[config.mk]
export PLATFORM = sky130hd
export DESIGN_NAME = round_robin_sleep_scheduler_top_flat
export DESIGN_NICKNAME = d
export VERILOG_FILES = /design/src/sv/rrs_pkg.sv /design/src/sv/rrs_if.sv /design/src/sv/rrs_tick_div.sv /design/src/sv/rrs_engine.sv /design/src/sv/round_robin_sleep_scheduler_top.sv /design/src/flat_wrapper.sv
export SDC_FILE = /design/constraint.sdc
export NUM_CORES = 2
export LEC_CHECK = 0
export BUFFER_PORTS_ARGS = -buffer_cell sky130_fd_sc_hd__buf_4
export CORE_MARGIN = 2
export CORE_UTILIZATION = 55
export CTS_CLUSTER_DIAMETER = 40
export CTS_CLUSTER_SIZE = 28
export DETAILED_ROUTE_END_ITERATION = 16
export PLACE_DENSITY = 0.73
export SYNTH_ARGS = -nofsm -noshare
export SYNTH_HDL_FRONTEND = slang
export SYNTH_SLANG_ARGS = --single-unit
[constraint.sdc]
create_clock -name clk -period 9.2 [get_ports clk]
set_input_delay 1.38 -clock clk [delete_from_list [all_inputs] [get_ports clk]]
set_output_delay 1.38 -clock clk [all_outputs]
set_load 0.03 [all_outputs]
[src/sv/rrs_pkg.sv]
// Shared types and constants for the round-robin sleep scheduler
package rrs_pkg;
  localparam int TASK_SLOTS_DEF  = 16;
  localparam int MS_PER_TICK_DEF = 10;
  localparam int ID_W            = 4;
  localparam int MS_W            = 32;
  localparam int MIN_W           = 10;
  localparam logic [MIN_W-1:0] MIN_SLEEP_RST = 10'd10;

  typedef enum logic [1:0] {
    OP_TICK  = 2'd0,
    OP_READY = 2'd1,
    OP_SLEEP = 2'd2,
    OP_YIELD = 2'd3
  } op_t;

  typedef enum logic [1:0] {
    ST_OK   = 2'd0,
    ST_DUP  = 2'd1,
    ST_FULL = 2'd2
  } status_t;

  typedef struct packed {
    logic [1:0]      op;
    logic [ID_W-1:0] task_id;
    logic [MS_W-1:0] sleep_ms;
  } in_word_t;

  typedef struct packed {
    logic [ID_W-1:0] running_task;
    logic            idle_running;
    logic [1:0]      status;
  } out_word_t;
endpackage

[src/sv/rrs_if.sv]
// Valid/ready channel interfaces for scheduler input and result words
interface rrs_in_if;
  import rrs_pkg::*;
  logic     valid;
  logic     ready;
  in_word_t data;
  modport source (output valid, output data, input ready);
  modport sink (input valid, input data, output ready);
endinterface

interface rrs_out_if;
  import rrs_pkg::*;
  logic      valid;
  logic      ready;
  out_word_t data;
  modport source (output valid, output data, input ready);
  modport sink (input valid, input data, output ready);
endinterface

[src/sv/rrs_tick_div.sv]
// Constant divider: milliseconds to ticks by reciprocal multiplication, product then quotient registered
module rrs_tick_div #(
  parameter int MS_PER_TICK = rrs_pkg::MS_PER_TICK_DEF
) (
  input  logic                     clk,
  input  logic                     rst,
  input  logic                     start,
  input  logic [rrs_pkg::MS_W-1:0] dividend,
  output logic                     done,
  output logic [rrs_pkg::MS_W-1:0] quotient
);
  import rrs_pkg::*;
  // q = floor(x * (2^MS_W + MAGIC) / 2^(MS_W + SH)), exact for every MS_W-bit x
  localparam int SH = $clog2(MS_PER_TICK);
  localparam longint unsigned MAGIC_L =
    ((64'd1 << MS_W) * ((64'd1 << SH) - 64'(MS_PER_TICK))) / 64'(MS_PER_TICK) + 64'd1;
  localparam logic [MS_W-1:0] MAGIC = MS_W'(MAGIC_L);

  logic              stage1;
  logic [MS_W-1:0]   x_hold;
  logic [2*MS_W-1:0] prod_lo;
  logic [2*MS_W:0]   prod;
  logic [2*MS_W:0]   shifted;

  // add the implicit top bit of the reciprocal, then drop the fraction
  assign prod    = {1'b0, prod_lo} + {1'b0, x_hold, {MS_W{1'b0}}};
  assign shifted = prod >> (MS_W + SH);

  // stage flags
  always_ff @(posedge clk) begin
    if (rst) begin
      stage1 <= 1'b0;
      done   <= 1'b0;
    end else begin
      stage1 <= start;
      done   <= stage1;
    end
  end

  // multiply, then sum and shift
  always_ff @(posedge clk) begin
    if (start) begin
      x_hold  <= dividend;
      prod_lo <= (2*MS_W)'(dividend) * (2*MS_W)'(MAGIC);
    end
    if (stage1) quotient <= shifted[MS_W-1:0];
  end
endmodule

[src/sv/rrs_engine.sv]
// List engine: ready, sleep and countdown memories walked by a sequencer
module rrs_engine #(
  parameter int TASK_SLOTS  = rrs_pkg::TASK_SLOTS_DEF,
  parameter int MS_PER_TICK = rrs_pkg::MS_PER_TICK_DEF
) (
  input  logic                      clk,
  input  logic                      rst,
  input  logic [rrs_pkg::MIN_W-1:0] min_sleep_ms,
  input  logic                      in_valid,
  output logic                      in_ready,
  input  rrs_pkg::in_word_t         in_data,
  output logic                      out_valid,
  input  logic                      out_ready,
  output rrs_pkg::out_word_t        out_data
);
  import rrs_pkg::*;
  localparam int PW = $clog2(TASK_SLOTS);
  localparam int CW = $clog2(TASK_SLOTS + 1);
  localparam int IDS = 1 << ID_W;
  localparam logic [CW-1:0] FULL = CW'(TASK_SLOTS);

  typedef enum logic [4:0] {
    S_IDLE, S_RSCAN, S_RCMP, S_SSCAN, S_SCMP, S_DIV, S_DIVW, S_SDEC,
    S_RSHR, S_RSHW, S_SAPP, S_TRD, S_TRD2, S_TCHK, S_SSHR, S_SSHW,
    S_HRD, S_HCHK, S_RROT, S_RROTW, S_OUT
  } state_t;

  // memories, one write port and one registered read each
  logic [ID_W-1:0] ready_mem [TASK_SLOTS];
  logic [ID_W-1:0] sleep_mem [TASK_SLOTS];
  logic [MS_W-1:0] ticks_mem [IDS];

  logic            r_we, s_we, t_we;
  logic [PW-1:0]   r_wa, r_ra, s_wa, s_ra;
  logic [ID_W-1:0] r_wd, s_wd, r_rd, s_rd, t_wa, t_ra;
  logic [MS_W-1:0] t_wd, t_rd;

  always_ff @(posedge clk) begin
    if (r_we) ready_mem[r_wa] <= r_wd;
    r_rd <= ready_mem[r_ra];
  end
  always_ff @(posedge clk) begin
    if (s_we) sleep_mem[s_wa] <= s_wd;
    s_rd <= sleep_mem[s_ra];
  end
  always_ff @(posedge clk) begin
    if (t_we) ticks_mem[t_wa] <= t_wd;
    t_rd <= ticks_mem[t_ra];
  end

  state_t          state;
  logic [1:0]      op;
  logic [ID_W-1:0] tid, head;
  logic [MS_W-1:0] ms, ticks;
  logic [CW-1:0]   rcnt, scnt, idx;
  logic [PW-1:0]   rpos, spos;
  logic            rfound, sfound;
  logic [ID_W-1:0] cur;
  logic            idle;
  logic [1:0]      status;
  logic            div_start, div_done;
  logic [MS_W-1:0] div_q;

  rrs_tick_div #(.MS_PER_TICK(MS_PER_TICK)) u_div (
    .clk(clk), .rst(rst), .start(div_start), .dividend(ms),
    .done(div_done), .quotient(div_q)
  );

  assign in_ready = (state == S_IDLE);
  assign out_data.running_task = idle ? '0 : cur;
  assign out_data.idle_running = idle;

  // memory port control from state
  always_comb begin
    r_we = 1'b0; s_we = 1'b0; t_we = 1'b0;
    r_wa = '0; s_wa = '0; r_wd = '0; s_wd = '0; t_wa = '0; t_wd = '0;
    r_ra = idx[PW-1:0]; s_ra = idx[PW-1:0]; t_ra = s_rd;
    div_start = 1'b0;
    case (state)
      S_DIV:  div_start = 1'b1;
      S_RSHR: r_ra = PW'(idx + 1'b1);
      S_RSHW: begin
        r_we = 1'b1; r_wa = idx[PW-1:0]; r_wd = r_rd;
      end
      // a zero-tick sleep joins no list
      S_SAPP: begin
        t_we = (ticks != '0); t_wa = cur; t_wd = ticks;
        s_we = !sfound && (ticks != '0); s_wa = scnt[PW-1:0]; s_wd = cur;
      end
      S_SSHR: s_ra = PW'(idx + 1'b1);
      S_SSHW: begin
        s_we = 1'b1; s_wa = idx[PW-1:0]; s_wd = s_rd;
      end
      S_TCHK: begin
        t_we = 1'b1; t_wa = s_rd;
        if (t_rd == MS_W'(1) && rcnt == FULL) t_wd = MS_W'(1);
        else t_wd = t_rd - 1'b1;
        if (t_rd == MS_W'(1) && rcnt != FULL) begin
          r_we = 1'b1; r_wa = rcnt[PW-1:0]; r_wd = s_rd;
        end
      end
      S_HRD:  r_ra = '0;
      S_RROTW: begin
        r_we = 1'b1; r_wa = PW'(rcnt - 1'b1); r_wd = head;
      end
      default: ;
    endcase
  end

  // sequencer
  always_ff @(posedge clk) begin
    if (rst) begin
      state <= S_IDLE; rcnt <= '0; scnt <= '0; cur <= '0; idle <= 1'b1;
      out_valid <= 1'b0; idx <= '0;
    end else begin
      case (state)
        S_IDLE: if (in_valid) begin
          op <= in_data.op; ms <= in_data.sleep_ms;
          tid <= (op_t'(in_data.op) == OP_SLEEP) ? cur : in_data.task_id;
          status <= ST_OK; idx <= '0; rfound <= 1'b0; sfound <= 1'b0;
          case (op_t'(in_data.op))
            OP_READY: state <= S_RSCAN;
            OP_SLEEP: state <= idle ? S_HRD : S_RSCAN;
            OP_TICK:  state <= S_TRD;
            default:  state <= S_HRD;
          endcase
        end
        // linear search of the ready list
        S_RSCAN: state <= (idx < rcnt) ? S_RCMP : S_SSCAN;
        S_RCMP: begin
          if (!rfound && r_rd == tid) begin
            rfound <= 1'b1; rpos <= idx[PW-1:0];
          end
          if (idx + 1'b1 < rcnt) idx <= idx + 1'b1;
          else begin
            idx <= '0; state <= S_SSCAN;
          end
          if (idx + 1'b1 < rcnt) state <= S_RSCAN;
        end
        S_SSCAN: begin
          if (idx < scnt) state <= S_SCMP;
          else if (op == OP_READY) begin
            if (rfound || sfound) status <= ST_DUP;
            else if (rcnt == FULL) status <= ST_FULL;
            state <= (rfound || sfound || rcnt == FULL) ? S_OUT : S_RROTW;
            head <= tid;
            if (!(rfound || sfound || rcnt == FULL)) rcnt <= rcnt + 1'b1;
          end else begin
            if (ms < MS_W'(min_sleep_ms)) ms <= MS_W'(min_sleep_ms);
            state <= S_DIV;
          end
        end
        S_SCMP: begin
          if (!sfound && s_rd == tid) begin
            sfound <= 1'b1; spos <= idx[PW-1:0];
          end
          idx <= idx + 1'b1;
          state <= S_SSCAN;
        end
        S_DIV: state <= S_DIVW;
        S_DIVW: if (div_done) begin
          ticks <= div_q;
          if (div_q != '0 && !sfound && scnt == FULL) begin
            status <= ST_FULL; state <= S_HRD;
          end else if (rfound) begin
            idx <= CW'(rpos); state <= S_RSHR;
          end else state <= (div_q != '0) ? S_SAPP : S_HRD;
        end
        // close the gap in the ready list; a schedule rotation ends in the tail write
        S_RSHR: begin
          if (idx + 1'b1 < rcnt) state <= S_RSHW;
          else if (op == OP_YIELD && !rfound) state <= S_RROT;
          else state <= S_SAPP;
        end
        S_RSHW: begin
          idx <= idx + 1'b1; state <= S_RSHR;
        end
        S_SAPP: begin
          if (rfound) rcnt <= rcnt - 1'b1;
          rfound <= 1'b0;
          if (ticks != '0) begin
            if (!sfound) scnt <= scnt + 1'b1;
          end
          state <= S_HRD;
        end
        // tick walk: read sleeper, then its count
        S_TRD: begin
          if (idx < scnt) state <= S_TRD2;
          else state <= S_HRD;
        end
        S_TRD2: state <= S_TCHK;
        S_TCHK: begin
          if (t_rd == MS_W'(1) && rcnt != FULL) begin
            rcnt <= rcnt + 1'b1;
            spos <= idx[PW-1:0];
            state <= S_SSHR;
          end else begin
            if (t_rd == MS_W'(1)) status <= ST_FULL;
            idx <= idx + 1'b1; state <= S_TRD;
          end
        end
        // remove woken sleeper, then resume the walk at the same place
        S_SSHR: state <= (idx + 1'b1 < scnt) ? S_SSHW : S_TRD;
        S_SSHW: begin
          idx <= idx + 1'b1; state <= S_SSHR;
        end
        S_HRD: state <= S_HCHK;
        S_HCHK: begin
          if (rcnt == '0 || (!idle && r_rd == cur)) begin
            idle <= 1'b1; state <= S_OUT;
          end else begin
            head <= r_rd; cur <= r_rd; idle <= 1'b0;
            idx <= '0; state <= S_RSHR;
            op <= OP_YIELD; rfound <= 1'b0;
          end
        end
        S_RROT: state <= S_RROTW;
        S_RROTW: state <= S_OUT;
        S_OUT: begin
          if (out_valid && out_ready) begin
            out_valid <= 1'b0; state <= S_IDLE;
          end else out_valid <= 1'b1;
        end
        default: state <= S_IDLE;
      endcase
      // sleep-list walk restart after shifting
      if (state == S_SSHR && !(idx + 1'b1 < scnt)) begin
        scnt <= scnt - 1'b1; idx <= CW'(spos);
      end
    end
  end

  assign out_data.status = status;
endmodule

[src/sv/round_robin_sleep_scheduler_top.sv]
// Top level of the round-robin sleep scheduler
// channel   dir  payload
// cmd       in   op, task_id, sleep_ms
// rsp       out  running_task, idle_running, status
// cfg       in   min_sleep_ms (write enable + data)
// List scans and shifts go one entry at a time, the tick walk visits each sleeper in
// turn, and a sleep adds a reciprocal divide.
// One item at a time; the next word is taken the cycle after the result word is
// accepted, and the result is held until taken. Reset is synchronous; no memory
// clearing pass is needed.
module round_robin_sleep_scheduler_top #(
  parameter int TASK_SLOTS  = rrs_pkg::TASK_SLOTS_DEF,
  parameter int MS_PER_TICK = rrs_pkg::MS_PER_TICK_DEF
) (
  input  logic                      clk,
  input  logic                      rst,
  input  logic                      cfg_we,
  input  logic [rrs_pkg::MIN_W-1:0] cfg_wdata,
  rrs_in_if.sink                    cmd,
  rrs_out_if.source                 rsp
);
  import rrs_pkg::*;
  logic [MIN_W-1:0] min_sleep_ms;

  // configuration register
  always_ff @(posedge clk) begin
    if (rst) min_sleep_ms <= MIN_SLEEP_RST;
    else if (cfg_we) min_sleep_ms <= cfg_wdata;
  end

  rrs_engine #(.TASK_SLOTS(TASK_SLOTS), .MS_PER_TICK(MS_PER_TICK)) u_engine (
    .clk(clk), .rst(rst), .min_sleep_ms(min_sleep_ms),
    .in_valid(cmd.valid), .in_ready(cmd.ready), .in_data(cmd.data),
    .out_valid(rsp.valid), .out_ready(rsp.ready), .out_data(rsp.data)
  );
endmodule

[src/flat_wrapper.sv]
// flat-port wrapper written by rule: the top's interface ports become plain ports
module round_robin_sleep_scheduler_top_flat import rrs_pkg::*;
#(
  parameter int TASK_SLOTS  = rrs_pkg::TASK_SLOTS_DEF,
  parameter int MS_PER_TICK = rrs_pkg::MS_PER_TICK_DEF
)
  (clk, rst, cfg_we, cfg_wdata, cmd_valid, cmd_data, cmd_ready, rsp_valid, rsp_data, rsp_ready);
  rrs_in_if cmd_i ();
  rrs_out_if rsp_i ();
  input  logic clk;
  input  logic rst;
  input  logic cfg_we;
  input  logic [rrs_pkg::MIN_W-1:0] cfg_wdata;
  input wire logic [$bits(cmd_i.valid)-1:0] cmd_valid;
  input wire logic [$bits(cmd_i.data)-1:0] cmd_data;
  output wire logic [$bits(cmd_i.ready)-1:0] cmd_ready;
  output wire logic [$bits(rsp_i.valid)-1:0] rsp_valid;
  output wire logic [$bits(rsp_i.data)-1:0] rsp_data;
  input wire logic [$bits(rsp_i.ready)-1:0] rsp_ready;
  assign cmd_i.valid = cmd_valid;
  assign cmd_i.data = cmd_data;
  assign cmd_ready = cmd_i.ready;
  assign rsp_valid = rsp_i.valid;
  assign rsp_data = rsp_i.data;
  assign rsp_i.ready = rsp_ready;
  round_robin_sleep_scheduler_top #(.TASK_SLOTS(TASK_SLOTS), .MS_PER_TICK(MS_PER_TICK)) u_core (.clk(clk), .rst(rst), .cfg_we(cfg_we), .cfg_wdata(cfg_wdata), .cmd(cmd_i), .rsp(rsp_i));
endmodule
==> flow_summary.yaml <==
run_status:
  status: "complete, no violations"
floorplanning:
  row_count: 112
  core_um2: 93500
  die_h_um: 312
  dieArea_um2: 97100
  io_pins: 62
  start_util: 0.557
  die_x_um: 312
worst_setup_path:
  cp_slowest_cell: "edfxtp_1"
  endpoint_kind: "register"
  path_delay_family: "adder cells"
  reg2reg_depth: 24
  cp_max_fo: 8
  critPathLaunch: "u_core.u_engine.ms[12]"
  cp.required_ps: 9630
  max_stage_delay_ps: 650
  setup.worst_path.class: "register to register"
  cp_common_cell: "fa_1"
  r2r_setup_slack_ps: 810
  path_cells: "inv_1, ha_1, fa_1, fa_1, inv_1, fa_1, fa_1, inv_1, fa_1, fa_1, inv_1, fa_1, inv_1, ha_1, and4_1, nor2b_1, nand4_1, a211oi_1, o21ai_1, a21boi_1, o41ai_2, o21ai_1, a41oi_1, xnor2_1"
  r2r-end: "u_core.u_engine.u_div.prod_lo[62]"
  rr_startpoint: "u_core.u_engine.ms[12]"
  crit_path_end: "u_core.u_engine.u_div.prod_lo[62]"
  cp.buffers_inverters: 5
  cp.arrival_ps: 8830
  crit_cells: 24
  start_kind: "register"
clocking:
  cts_tree: "built"
  cts_buffer_depth: 3
  worstSkewPairLatency_ps: 710
  cts_made_buffers: 106
  cts_hold_buf: 0
  root_buffer: "clkbuf_16"
  clkTransAtPathRegs_ps: 50
  htreeDepth: 3
  postCtsSetupBuffers: 0
  cts_sinks: 894
  post_cts_resized: 0
grt:
  grt_pass1_vias: 31400
  grt_usage: 0.266
  grt_max_degree: 66
  grt_pass1_wl_um: 193000
  antenna_found_initial: 1
  overflow: 0
synthesis:
  avgSynthCellArea_um2: 14.4
  async_reset_ff_frac: 0
  ys.flop_type: "edfxtp_1"
  synth_cell_type_count: 78
  synth_seq_area_share: 0.501
  synth_edf_count: 816
  synthCells: 3613
  yosys_warnings: 0
  synth_nets: 4451
  syn_area_um2: 52000
  ys_seq_elements: 894
drt:
  route.detailed.drc: 0
  antenna_left: 0
  routed_wl_um: 126000
  wire_per_inst_um: 24.6
  drt_pass1_iterations: 6
  drt_iter0_drc: 3340
  vias: 30100
  vias_per_cell: 5.87
sta:
  post-route-period-util: 0.912
  worst_clock_skew_ps: 57.7
  worst_hold_slack_ps: 447
  finalHoldViolations: 0
  fin_setup_tns_ps: 0
  relSlewSlack: 0.201
  rsz0062_at_grt: "false"
  tightest_slew_ps: 1190
  slew_violations: 0
  min_period_ps: 8390
  finalSetupViolations: 0
  fmax_ghz: 0.119
cells_and_area:
  fill_cells: 6839
  finalInstanceArea_um2: 58300
  drive_gt1_frac: 0.149
  num_antenna_cells: 0
  finalNetCount: 4616
  area_growth_pct: 12.0
placement:
  hpwl_um: 88700
  gp_congestion: 0.979
  placed_area_um2: 54500
  port_buffers: 61
flow_run:
  max-cap-violations: 0
worst_hold_path:
  hold_path_class: "register to register"
[registers in the layout, summed over array words and instances (netlist names), 29 cells and up]
register,count
u_core.u_engine.ticks_mem,512
u_core.u_engine.sleep_mem,64
u_core.u_engine.ready_mem,64
u_core.u_engine.ticks,29
u_core.u_engine.t_rd,32
u_core.u_engine.u_div.x_hold,32
u_core.u_engine.u_div.prod_lo,32
u_core.u_engine.u_div.quotient,29
u_core.u_engine.ms,32
[logic make-up after synthesis]
family / count (synthesis) / synth area share
flops: 894 / 0.501
compound gates: 374 / 0.0448
fa+ha+maj: 785 / 0.245
xor+xnor: 107 / 0.0182
simple gates: 570 / 0.0529
mux: 227 / 0.0910
buf+inv: 656 / 0.0475
[stage by stage]
stage | instances | util | setup slack [ps]
after global routing | 5126 | 0.623 | 448
after detailed placement | 4924 | 0.583 | 865
after global placement | 4924 | 0.583 | 980
final | 5126 | 0.623 | 807
after CTS | 5126 | 0.623 | 860
after floorplan | 3613 | - | 2080
[cell type report]
type,instances,area (um^2),area share
multi-input combinational,2063,23700,0.406
sequential,894,26100,0.447
timing repair buffer,138,1040,0.0178
clock inverter,90,1090,0.0187
clock buffer,112,2690,0.0461
tap,1254,1570,0.0269
inverter,575,2160,0.0370
[cell usage in the layout (no fill, tap or decap), types with 10 or more instances in the layout]
| cell type | netlist | layout |
|---|---|---|
| edfxtp_1 | 816 | 816 |
| inv_1 | 572 | 572 |
| ha_1 | 398 | 398 |
| fa_1 | 387 | 387 |
| mux4_2 | 196 | 196 |
| nor2_1 | 170 | 153 |
| nand2_1 | 149 | 149 |
| buf_4 | 1 | 138 |
| clkbuf_16 | 0 | 106 |
| o21ai_0 | 105 | 104 |
| a21oi_1 | 103 | 103 |
| xnor2_1 | 75 | 75 |
| dfxtp_1 | 78 | 75 |
| nor3_1 | 46 | 46 |
| a21o_1 | 37 | 37 |
| nand3_1 | 34 | 33 |
| xor2_1 | 31 | 31 |
| and2_1 | 28 | 28 |
| nand2b_1 | 25 | 25 |
| nand4_1 | 24 | 24 |
| nor4_1 | 23 | 23 |
| nor2b_1 | 23 | 23 |
| mux2i_1 | 22 | 22 |
| inv_6 | 0 | 20 |
| a211oi_1 | 19 | 19 |
| nor2_4 | 0 | 17 |
| inv_8 | 0 | 13 |
| o21a_1 | 11 | 11 |
| a31oi_1 | 11 | 11 |
| clkinv_8 | 0 | 11 |
| a22oi_1 | 10 | 10 |
| o211ai_1 | 10 | 10 |
| clkinv_1 | 0 | 10 |
[worst register-to-register path, stage by stage, from the launching register on]
cell      delay (ps)
edfxtp_1         650
inv_1            140
ha_1             510
fa_1             510
fa_1             560
inv_1             60
fa_1             480
fa_1             550
inv_1             50
fa_1             450
fa_1             490
inv_1             50
fa_1             470
inv_1             40
ha_1             320
and4_1           240
nor2b_1          230
nand4_1          170
a211oi_1         580
o21ai_1          370
a21boi_1         380
o41ai_2          150
o21ai_1          390
a41oi_1          190
xnor2_1          150
[worst min path at each step]
stage                                        from                         to  slack [ps]  cells past startpoint
4_1_cts        u_core.u_engine.u_div.quotient[21]  u_core.u_engine.ticks[21]         450                      0
3_3_place_gp   u_core.u_engine.u_div.quotient[17]  u_core.u_engine.ticks[17]         430                      0
2_1_floorplan  u_core.u_engine.u_div.quotient[14]  u_core.u_engine.ticks[14]         430                      0
6_report       u_core.u_engine.u_div.quotient[21]  u_core.u_engine.ticks[21]         450                      0
3_5_place_dp   u_core.u_engine.u_div.quotient[16]  u_core.u_engine.ticks[16]         430                      0
5_1_grt        u_core.u_engine.u_div.quotient[21]  u_core.u_engine.ticks[21]         470                      0
[synthesized netlist by cell type, types with 4 or more instances]
library cell	count	share of area
nor2_1	170	0.012
ha_1	398	0.096
o211ai_1	10	0.0014
nand2b_1	25	0.0030
a31oi_1	11	0.0013
nand4_1	24	0.0029
a221oi_1	4	0.00067
buf_1	21	0.0015
and3_1	10	0.0012
dfxtp_1	78	0.030
and2_1	28	0.0034
a221o_1	4	0.00077
mux2i_1	22	0.0042
xnor2_1	75	0.013
buf_2	6	0.00058
nor2b_1	23	0.0028
o21bai_1	5	0.00072
a21oi_1	103	0.0099
xor2_1	31	0.0052
fa_1	387	0.15
a22o_1	4	0.00067
clkbuf_1	53	0.0038
or3_1	6	0.00072
inv_1	572	0.041
a22oi_1	10	0.0014
nand3_1	34	0.0033
mux2_2	9	0.0019
or2_2	6	0.00072
edfxtp_1	816	0.47
a21boi_0	4	0.00058
nand2_1	149	0.011
nor4_1	23	0.0028
a211oi_1	19	0.0027
o21ai_0	105	0.010
o31ai_1	4	0.00058
or2_1	4	0.00048
a41oi_1	5	0.00084
mux4_2	196	0.085
o21ai_1	6	0.00058
o22ai_1	4	0.00048
nor3_1	46	0.0044
o21a_1	11	0.0016
a21o_1	37	0.0053
[routing by layer]
metal / track usage / vias to the layer above / wire (um) / part of all wire
li1: - / 13300 / - / -
met1: 0.362 / 15300 / 50400 / 0.40
met2: 0.438 / 1289 / 62000 / 0.49
met3: 0.0422 / 255 / 9710 / 0.077
met4: 0.0917 / 0 / 4160 / 0.033
met5: 0 / - / 0 / 0
Power is left out: the tool's default activity adds up to more than one toggle a clock period on the data nets, which glitch-free logic cannot reach.
